`src/sfcd_pkg.sv`:
```
package sfcd_pkg;

  // Largest payload the deframer will accept, whatever the limit register says
  localparam int unsigned PAYLOAD_CAPACITY = 256;
  // Width that holds any accepted length or byte count
  localparam int unsigned LEN_W = $clog2(PAYLOAD_CAPACITY + 1);

  localparam int unsigned CFG_IDX_W = 2;
  localparam int unsigned CFG_DATA_W = 9;
  localparam int unsigned MAX_LEN_W = 9;
  localparam int unsigned FRAME_LEN_W = 9;

  localparam logic [7:0] SYNC_FIRST_RST = 8'hAA;
  localparam logic [7:0] SYNC_SECOND_RST = 8'h55;
  localparam logic [MAX_LEN_W-1:0] MAX_LEN_RST = MAX_LEN_W'(256);

  // Configuration register indexes
  typedef enum logic [CFG_IDX_W-1:0] {
    CFG_SYNC_FIRST  = 2'd0,
    CFG_SYNC_SECOND = 2'd1,
    CFG_MAX_LEN     = 2'd2
  } cfg_idx_t;

  // Result kinds
  typedef enum logic {
    KIND_PAYLOAD  = 1'b0,
    KIND_COMPLETE = 1'b1
  } kind_t;

  // Parser phases
  typedef enum logic [2:0] {
    PH_SYNC0   = 3'd0,
    PH_SYNC1   = 3'd1,
    PH_CMD     = 3'd2,
    PH_LEN_L   = 3'd3,
    PH_LEN_H   = 3'd4,
    PH_PAYLOAD = 3'd5,
    PH_CRC_L   = 3'd6,
    PH_CRC_H   = 3'd7
  } phase_t;

  typedef struct packed {
    logic [7:0]           sync_first;
    logic [7:0]           sync_second;
    logic [MAX_LEN_W-1:0] max_payload_len;
  } cfg_t;

  typedef struct packed {
    kind_t                  kind;
    logic [7:0]             data_byte;
    logic [7:0]             byte_index;
    logic [7:0]             command_code;
    logic [FRAME_LEN_W-1:0] frame_length;
  } result_t;

endpackage

```
`src/sfcd_parser.sv`:
```
module sfcd_parser (
  input  logic            clk,
  input  logic            rst,
  input  sfcd_pkg::cfg_t  cfg,
  input  logic            step,
  input  logic [7:0]      rx_byte,
  output logic            res_valid,
  output sfcd_pkg::result_t res
);
  import sfcd_pkg::*;

  phase_t             phase;
  phase_t             phase_next;
  logic [7:0]         len_lo;
  logic [LEN_W-1:0]   exp_len;
  logic [LEN_W-1:0]   seen;
  logic [7:0]         opcode;

  logic [15:0]        full_len;
  logic [15:0]        limit;
  logic               too_long;
  logic [LEN_W-1:0]   seen_inc;
  logic               payload_done;

  // Length check against the smaller of the register and the capacity
  assign full_len = {rx_byte, len_lo};
  assign limit = (16'(cfg.max_payload_len) > 16'(PAYLOAD_CAPACITY)) ?
                 16'(PAYLOAD_CAPACITY) : 16'(cfg.max_payload_len);
  assign too_long = full_len > limit;
  assign seen_inc = seen + LEN_W'(1);
  assign payload_done = seen_inc >= exp_len;

  // Next phase
  always_comb begin
    phase_next = phase;
    unique case (phase)
      PH_SYNC0:   if (rx_byte == cfg.sync_first) phase_next = PH_SYNC1;
      PH_SYNC1:   phase_next = (rx_byte == cfg.sync_second) ? PH_CMD : PH_SYNC0;
      PH_CMD:     phase_next = PH_LEN_L;
      PH_LEN_L:   phase_next = PH_LEN_H;
      PH_LEN_H: begin
        if (too_long) phase_next = PH_SYNC0;
        else if (full_len == 16'd0) phase_next = PH_CRC_L;
        else phase_next = PH_PAYLOAD;
      end
      PH_PAYLOAD: if (payload_done) phase_next = PH_CRC_L;
      PH_CRC_L:   phase_next = PH_CRC_H;
      PH_CRC_H:   phase_next = PH_SYNC0;
      default:    phase_next = PH_SYNC0;
    endcase
  end

  // Result for the byte now on the input
  always_comb begin
    res_valid = 1'b0;
    res.kind = KIND_PAYLOAD;
    res.data_byte = 8'd0;
    res.byte_index = 8'd0;
    res.command_code = opcode;
    res.frame_length = FRAME_LEN_W'(exp_len);
    unique case (phase)
      PH_PAYLOAD: begin
        res_valid = 1'b1;
        res.data_byte = rx_byte;
        res.byte_index = 8'(seen);
      end
      PH_CRC_H: begin
        res_valid = 1'b1;
        res.kind = KIND_COMPLETE;
      end
      default: res_valid = 1'b0;
    endcase
  end

  // Advance phase on each transfer
  always_ff @(posedge clk) begin
    if (rst) begin
      phase <= PH_SYNC0;
    end else if (step) begin
      phase <= phase_next;
    end
  end

  // Capture header fields and count payload bytes
  always_ff @(posedge clk) begin
    if (rst) begin
      len_lo <= 8'd0;
      exp_len <= '0;
      seen <= '0;
      opcode <= 8'd0;
    end else if (step) begin
      case (phase)
        PH_CMD:     opcode <= rx_byte;
        PH_LEN_L:   len_lo <= rx_byte;
        PH_LEN_H: begin
          exp_len <= full_len[LEN_W-1:0];
          seen <= '0;
        end
        PH_PAYLOAD: seen <= seen_inc;
        default:    seen <= seen;
      endcase
    end
  end

endmodule

```
`src/sfcd_out_reg.sv`:
```
module sfcd_out_reg (
  input  logic              clk,
  input  logic              rst,
  input  logic              load,
  input  logic              res_valid,
  input  sfcd_pkg::result_t res,
  input  logic              out_stall,
  output logic              out_valid,
  output sfcd_pkg::result_t out_res,
  output logic              full_stalled
);
  import sfcd_pkg::*;

  // Block new input only while a held result is stalled
  assign full_stalled = out_valid && out_stall;

  // Hold until taken; load replaces a result that leaves this cycle
  always_ff @(posedge clk) begin
    if (rst) begin
      out_valid <= 1'b0;
    end else if (load) begin
      out_valid <= res_valid;
    end else if (!out_stall) begin
      out_valid <= 1'b0;
    end
  end

  always_ff @(posedge clk) begin
    if (load && res_valid) begin
      out_res <= res;
    end
  end

endmodule

```
`src/sync_framed_command_deframer.sv`:
```
// Channel  Direction  Handshake              Payload
// in       input      in_valid / in_stall    rx_byte
// out      output     out_valid / out_stall  kind, data_byte, byte_index,
//                                            command_code, frame_length
// cfg      input      cfg_valid / cfg_ready  cfg_index, cfg_data
//
// One byte a cycle while in_stall is low: the parser decides on the byte during the
// cycle of its transfer and any result appears in the output register in the next cycle.
// in_stall rises only while a held result is stalled by out_stall.
// Synchronous reset returns the parser to sync hunting and loads the
// register defaults; cfg_ready is always high.
module sync_framed_command_deframer (
  input  logic                             clk,
  input  logic                             rst,
  input  logic                             in_valid,
  output logic                             in_stall,
  input  logic [7:0]                       rx_byte,
  output logic                             out_valid,
  input  logic                             out_stall,
  output logic                             kind,
  output logic [7:0]                       data_byte,
  output logic [7:0]                       byte_index,
  output logic [7:0]                       command_code,
  output logic [sfcd_pkg::FRAME_LEN_W-1:0] frame_length,
  input  logic                             cfg_valid,
  output logic                             cfg_ready,
  input  logic [sfcd_pkg::CFG_IDX_W-1:0]   cfg_index,
  input  logic [sfcd_pkg::CFG_DATA_W-1:0]  cfg_data
);
  import sfcd_pkg::*;

  cfg_t    cfg;
  logic    step;
  logic    res_valid;
  result_t res;
  result_t out_res;

  assign cfg_ready = 1'b1;
  assign step = in_valid && !in_stall;

  // Configuration registers
  always_ff @(posedge clk) begin
    if (rst) begin
      cfg.sync_first <= SYNC_FIRST_RST;
      cfg.sync_second <= SYNC_SECOND_RST;
      cfg.max_payload_len <= MAX_LEN_RST;
    end else if (cfg_valid && cfg_ready) begin
      unique case (cfg_index)
        CFG_SYNC_FIRST:  cfg.sync_first <= cfg_data[7:0];
        CFG_SYNC_SECOND: cfg.sync_second <= cfg_data[7:0];
        CFG_MAX_LEN:     cfg.max_payload_len <= cfg_data[MAX_LEN_W-1:0];
        default:         cfg <= cfg;
      endcase
    end
  end

  sfcd_parser u_parser (
    .clk       (clk),
    .rst       (rst),
    .cfg       (cfg),
    .step      (step),
    .rx_byte   (rx_byte),
    .res_valid (res_valid),
    .res       (res)
  );

  sfcd_out_reg u_out_reg (
    .clk          (clk),
    .rst          (rst),
    .load         (step),
    .res_valid    (res_valid),
    .res          (res),
    .out_stall    (out_stall),
    .out_valid    (out_valid),
    .out_res      (out_res),
    .full_stalled (in_stall)
  );

  assign kind = out_res.kind;
  assign data_byte = out_res.data_byte;
  assign byte_index = out_res.byte_index;
  assign command_code = out_res.command_code;
  assign frame_length = out_res.frame_length;

`ifndef SYNTHESIS
  a_stall_only_when_full: assert property (@(posedge clk) disable iff (rst)
    in_stall |-> out_valid)
    else $error("input stalled with no result held");

  a_complete_fields_zero: assert property (@(posedge clk) disable iff (rst)
    (out_valid && kind == KIND_COMPLETE) |-> (data_byte == 8'd0 && byte_index == 8'd0))
    else $error("frame-complete result carries payload fields");

  a_index_in_frame: assert property (@(posedge clk) disable iff (rst)
    (out_valid && kind == KIND_PAYLOAD) |-> (FRAME_LEN_W'(byte_index) < frame_length))
    else $error("payload index beyond frame length");

  a_result_follows_transfer: assert property (@(posedge clk) disable iff (rst)
    (!out_valid && !$past(step)) |=> !out_valid || $past(step))
    else $error("result appeared without an input transfer");
`endif

endmodule
```
`config.mk`:
```
export PLATFORM = sky130hd
export DESIGN_NAME = sync_framed_command_deframer
export DESIGN_NICKNAME = d
export VERILOG_FILES = /design/src/sfcd_pkg.sv /design/src/sfcd_parser.sv /design/src/sfcd_out_reg.sv /design/src/sync_framed_command_deframer.sv
export SDC_FILE = /design/constraint.sdc
export NUM_CORES = 1
export LEC_CHECK = 0
export BUFFER_PORTS_ARGS = -buffer_cell sky130_fd_sc_hd__clkbuf_2
export CORE_ASPECT_RATIO = 1.5
export CORE_MARGIN = 2
export CORE_UTILIZATION = 60
export DETAILED_ROUTE_END_ITERATION = 12
export PLACE_DENSITY_LB_ADDON = 0.2
export SLEW_MARGIN = 25
export SYNTH_ARGS = -nofsm -noshare
export SYNTH_HDL_FRONTEND = slang
export SYNTH_HIERARCHICAL = 1
export SYNTH_SLANG_ARGS = --single-unit
```
`constraint.sdc`:
```
create_clock -name clk -period 4.65 [get_ports clk]
set_clock_uncertainty 0.15 [all_clocks]
set_input_delay 0.6975 -clock clk [delete_from_list [all_inputs] [get_ports clk]]
set_output_delay 0.6975 -clock clk [all_outputs]
set_load 0.02 [all_outputs]
```
* Word level (Yosys, flattened, before mapping) *
Cells that the tools add are included.

cells by class
  $add $sub $neg = 1
  $mul = 0
  divide/modulo/power cells = 0
  order comparisons = 3
  equal/unequal tests = 14
  shift-type cells = 0
  multiplexer cells = 12
  bitwise gates (word level) = 0
  reduce and logical (&&, ||, !) cells = 17

operators by type and width
  kind                 count
  $pmux 3 s8           1
  $pmux 9 s2           1
  $eq 8x8->1           2
  $gt 16x16->1         1
  $logic_not 16->1     1
  $reduce_and 2->1     7
  $eq 3x3->1 const B   4
  $add 9x1->9 const B  1
  $ge 9x9->1           1
  $gt 9x9->1 const B   1
  $mux 3               3
  $mux 9               1
  $eq 3x2->1 const B   2
  $ne 2x1->1 const B   3
  $mux 1               4
  $mux 2               2
  $eq 3x1->1 const B   1
  $logic_and 1x1->1    3
  $logic_not 3->1      1
  $reduce_and 3->1     1
  $eq 2x1->1 const B   1
  $eq 2x2->1 const B   1
  $logic_not 2->1      1
  $reduce_bool 2->1    1
  2 further kinds      2

word-level totals
  flip-flop bits (word level) = 97
  latch bits = 0
  bits in writable memories = 0
  memory bits (read-only) = 0
  input bits = 24
  output and inout bits = 37
  logic and storage cells = 61
  memories kept = 0

* Logic depth before layout (Yosys ltp) *
  depth in word-level cells = 5
  gate-level depth with buffers = 11
  mapped depth without buffers = 11

* By module *
Netlist, hierarchy kept.

by module, submodules not included
  module                        times used  cells each  area an instance (sq um)  sequential area each (sq um)
  sfcd_parser                   1           301         2421.1                    740.7
  sync_framed_command_deframer  1           107         1069.8                    500.5
  sfcd_out_reg                  1           40          1067.3                    1041.0

* Worst setup path before layout *
Ideal clock, no wire load.

  kind = input to register
  start = input port out_stall
  end = register u_out_reg/out_res[0] (netlist name)
  setup time = 389 ps
  arrival = 1989 ps
  data required time = 4111 ps
  setup slack = 2122 ps
  cell stages on the path = 4
  buffers on the path = 0
  cells stage by stage = and2_1 nor2b_1 nand2_1 inv_1

between the ends
  longest elaborated chain between the ends = 4

RTL lines
  what               line                                text
  start, declared    sync_framed_command_deframer.sv:19  input logic out_stall,
  $logic_and 1x1->1  sfcd_out_reg.sv:15                  assign full_stalled = out_valid && out_stall;
  $logic_not 1->1    sync_framed_command_deframer.sv:39  assign step = in_valid && !in_stall;
  $logic_and 1x1->1  sync_framed_command_deframer.sv:39
  net step           sync_framed_command_deframer.sv:33  logic step;
  $logic_and 1x1->1  sfcd_out_reg.sv:29                  if (load && res_valid) begin

The timed path passes the listed nets, and every way through them passes these cells.
A chain may end at the register's enable or synchronous reset.

* Final worst setup path *
  start = register u_parser.seen[0]
  end = register u_parser.phase[1]

between the ends
  longest elaborated chain between the ends = 4

RTL lines
  what                        line                text
  start, declared             sfcd_parser.sv:16   logic [LEN_W-1:0] seen;
  start signal, assigned      sfcd_parser.sv:99   PH_PAYLOAD: seen <= seen_inc;
  start signal, assigned      sfcd_parser.sv:100  default: seen <= seen;
  $add 9x1->9                 sfcd_parser.sv:30   assign seen_inc = seen + LEN_W'(1);
  $ge 9x9->1                  sfcd_parser.sv:31   assign payload_done = seen_inc >= exp_len;
  $ne 2x1->1 (no line)        -
  $reduce_and 3->1 (no line)  -
  end signal, assigned        sfcd_parser.sv:80   phase <= phase_next;
  end, declared               sfcd_parser.sv:12   phase_t phase;

No other way between the ends.

==> reports/qor.csv <==
metric,value,unit
CP Cell Sequence,ha_1 -> and3_1 -> and3_1 -> xor2_1 -> ha_1 -> a21oi_1 -> o21ai_0 -> a21oi_1 -> o211ai_1 -> and2_1 -> a311oi_1,
Initial Util,62.3,%
overall fraction of global-route tracks in use,23.4,%
H-tree Lvls,3,
"Max FO, Critical Path",6,
"Hold-fix buffers, CTS",0,
# rows,38,
CP max stage cell,dfxtp_1,
CTS tree,built,
initial antenna violation count,0,
vias in the first global route,3070,
n_diodes,0,
Skew-Pair Late Insertion Delay,0.37,ns
Critical Path End Type,flip-flop,
critical path class,reg2reg,
final setup fails,0,
placed cells,584,
CP peak stage delay,0.42,ns
Max VDD drop,184,uV
crit start category,flip-flop,
Post-synth ARST share,0,%
CP Data Required Time,4.78,ns
syn_nets,491,
critical path's top delay family,compound AO/OA/AOI/OAI gates,
CTS sink cnt,97,
mapped cell area,4560,sq um
Final ANT Viol Nets,0,
leakage power,1.99,nW
status,"finished, final reports clean",
type of the tightest min-delay check,reg2reg,
global-route wire length before repair,14.9,mm
height of the die,111,um
Residual DRC,0,
Final Cycle Share,58.2,%
I/O Buffers,59,
Setup TNS,0,ns
Post-synth EDFFs,34,
wire per inst,15.5,um
total wire length,9.27,mm
Initial DRT Pass Iterations,4,
Seq cells post-synth,97,
Synth Area per Inst,10.2,sq um
mean number of vias per cell,5.44,
CTS buffer count,9,
relative slew slack,33.4,%
Max Root-Sink Buffers,2,
final layout net count,538,
number of synthesis warnings,6,
P&R area growth vs syn,10.1,%
Starting DRT DRC Count,204,
IO Count,61,
setup repair bufs after CTS,0,
via count,3261,
CP Buf/Inv Count,0,
"Top FF cell, synth",dfxtp_1,
clk slew on worst S/H paths,0.09,ns
Layout Cells excl Fill,600,
RSZ-0062 raised after global routing,no,
Die Area,8320,sq um
Final HPWL DP,6.61,mm
post-synthesis sequential area ratio,50.1,%
unique cell type count in the Yosys netlist,51,
CP Data Arrival Time,2.83,ns
GRT overflow,0,
post_cts resized,0,
P per Cell Area,304,nW/um^2
Core ar.,7320,sq um
Chip Width,75.2,um
Clock Tree Root,clkbuf_8,
Syn Inst Count,448,
worst slew pin tran,0.997,ns
final hold viol count,0,
largest net degree at the start of global routing,44,
Placer Congestion,0.876,
layout cell share with drive strength beyond 1,17.4,%
minimum clock period,2.70,ns
max_cap viols,0,
Peak Freq,0.370,GHz
Slew Limit Fails,0,
==> kinds of logic (layout without fill, tap and decap cells) <==
logic type	after synthesis	count (layout)	synth area share [%]
flip-flops	97	97	50.1
AO/OA/AOI/OAI	55	55	7.30
AND/OR/NAND/NOR	182	182	20.9
buffers and inverters	37	89	4.53
multiplexers	34	34	7.49
adder cells (fa/ha/maj)	19	19	5.22
other	1	1	0.0823
XOR/XNOR	23	23	4.42
==> Yosys cell counts (2+ instances only) <==
cell	number	area [sq um]
xor2_1	13	114
and2_1	5	31.3
nor3_1	4	20.0
a311oi_1	3	26.3
clkbuf_8	2	27.5
nor2_1	42	158
xnor2_1	10	87.6
buf_2	6	30.0
a21oi_1	30	150
nand3_1	4	20.0
o21ai_0	6	30.0
nand2_1	49	184
edfxtp_1	34	1020
ha_1	19	238
nand2b_1	25	156
clkbuf_1	13	48.8
nand4_1	4	25.0
a22oi_1	6	45.0
o211ai_1	2	15.0
or2_2	3	18.8
inv_1	11	41.3
mux2i_1	33	330
and3_1	21	131
dfxtp_1	63	1260
nor2b_1	8	50.1
nand3b_1	5	37.5
nor4_1	3	18.8
==> power breakdown <==
group | leakage, nW | switching [mW] | internal [mW]
clock | 0.0930 | 0.281 | 0.249
combinational | 1.10 | 0.0556 | 0.0415
sequential | 0.788 | 0.0173 | 0.883
total | 1.99 | 0.354 | 1.17
==> cell type report <==
class / count / area, sq um
well taps: 100 / 125
repair buffers: 61 / 310
inverters: 12 / 45.0
multi-input cells: 314 / 2070
clock inverters: 5 / 55.1
flip-flops and latches: 97 / 2280
clock buffers: 11 / 131
fillers: 618 / 2300
==> metrics by stage <==
step                hold slack (ns)  utilization (%)  power [mW]  setup slack, ns  instance area (sq um)
global placement              0.269             66.0        1.01             1.83                   4830
finish                        0.292             68.5        1.53             1.95                   5020
detailed placement            0.269             66.0        1.02             1.93                   4830
floorplan                     0.258                -       0.986             2.12                   4560
global route                  0.306             68.5        1.58             1.68                   5020
CTS                           0.293             68.5        1.53             1.96                   5020
==> worst reg2reg max path: stages (launching register included) <==
cell and delay [ns]:
dfxtp_1 0.42, ha_1 0.27, and3_1 0.21, and3_1 0.24
xor2_1 0.17, ha_1 0.26, a21oi_1 0.11, o21ai_0 0.09
a21oi_1 0.13, o211ai_1 0.15, and2_1 0.21, a311oi_1 0.20
==> routing by layer <==
metal	GRT usage [%]	routed length, um
met5	0	0
met4	9.36	192
met1	28.2	3740
met3	3.91	262
met2	40.2	5080
==> registers in the layout, summed over array words and instances (netlist names) <==
signal	flops
cfg	25
u_out_reg/out_res	34
u_parser/opcode	8
u_parser/exp_len	9
u_parser/len_lo	8
u_parser/phase	3
u_out_reg/out_valid	1
u_parser/seen	9
==> final timing paths <==
check | from | to | slack (ns) | depth (start not counted)
max | u_parser/seen[0]$_SDFFE_PP0P_ | u_parser/phase[1]$_SDFFE_PP0P_ | 1.95 | 11
min | u_parser/opcode[1]$_SDFFE_PP0P_ | u_out_reg/out_res[10]$_DFFE_PP_ | 0.29 | 0
max reg2reg | u_parser/seen[0]$_SDFFE_PP0P_ | u_parser/phase[1]$_SDFFE_PP0P_ | 1.95 | 11
min reg2reg | u_parser/opcode[1]$_SDFFE_PP0P_ | u_out_reg/out_res[10]$_DFFE_PP_ | 0.29 | 0
==> cell usage in the layout (no fill, tap or decap), types with 10 or more instances in the layout <==
| cell | instances |
|---|---|
| ha_1 | 19 |
| clkbuf_2 | 59 |
| xor2_1 | 13 |
| nor2_1 | 42 |
| a21oi_1 | 30 |
| inv_1 | 10 |
| nand2b_1 | 25 |
| dfxtp_1 | 63 |
| and3_1 | 21 |
| mux2i_1 | 33 |
| edfxtp_1 | 34 |
| xnor2_1 | 10 |
| nand2_1 | 49 |
No activity file was read; power rests on OpenSTA's default activity.
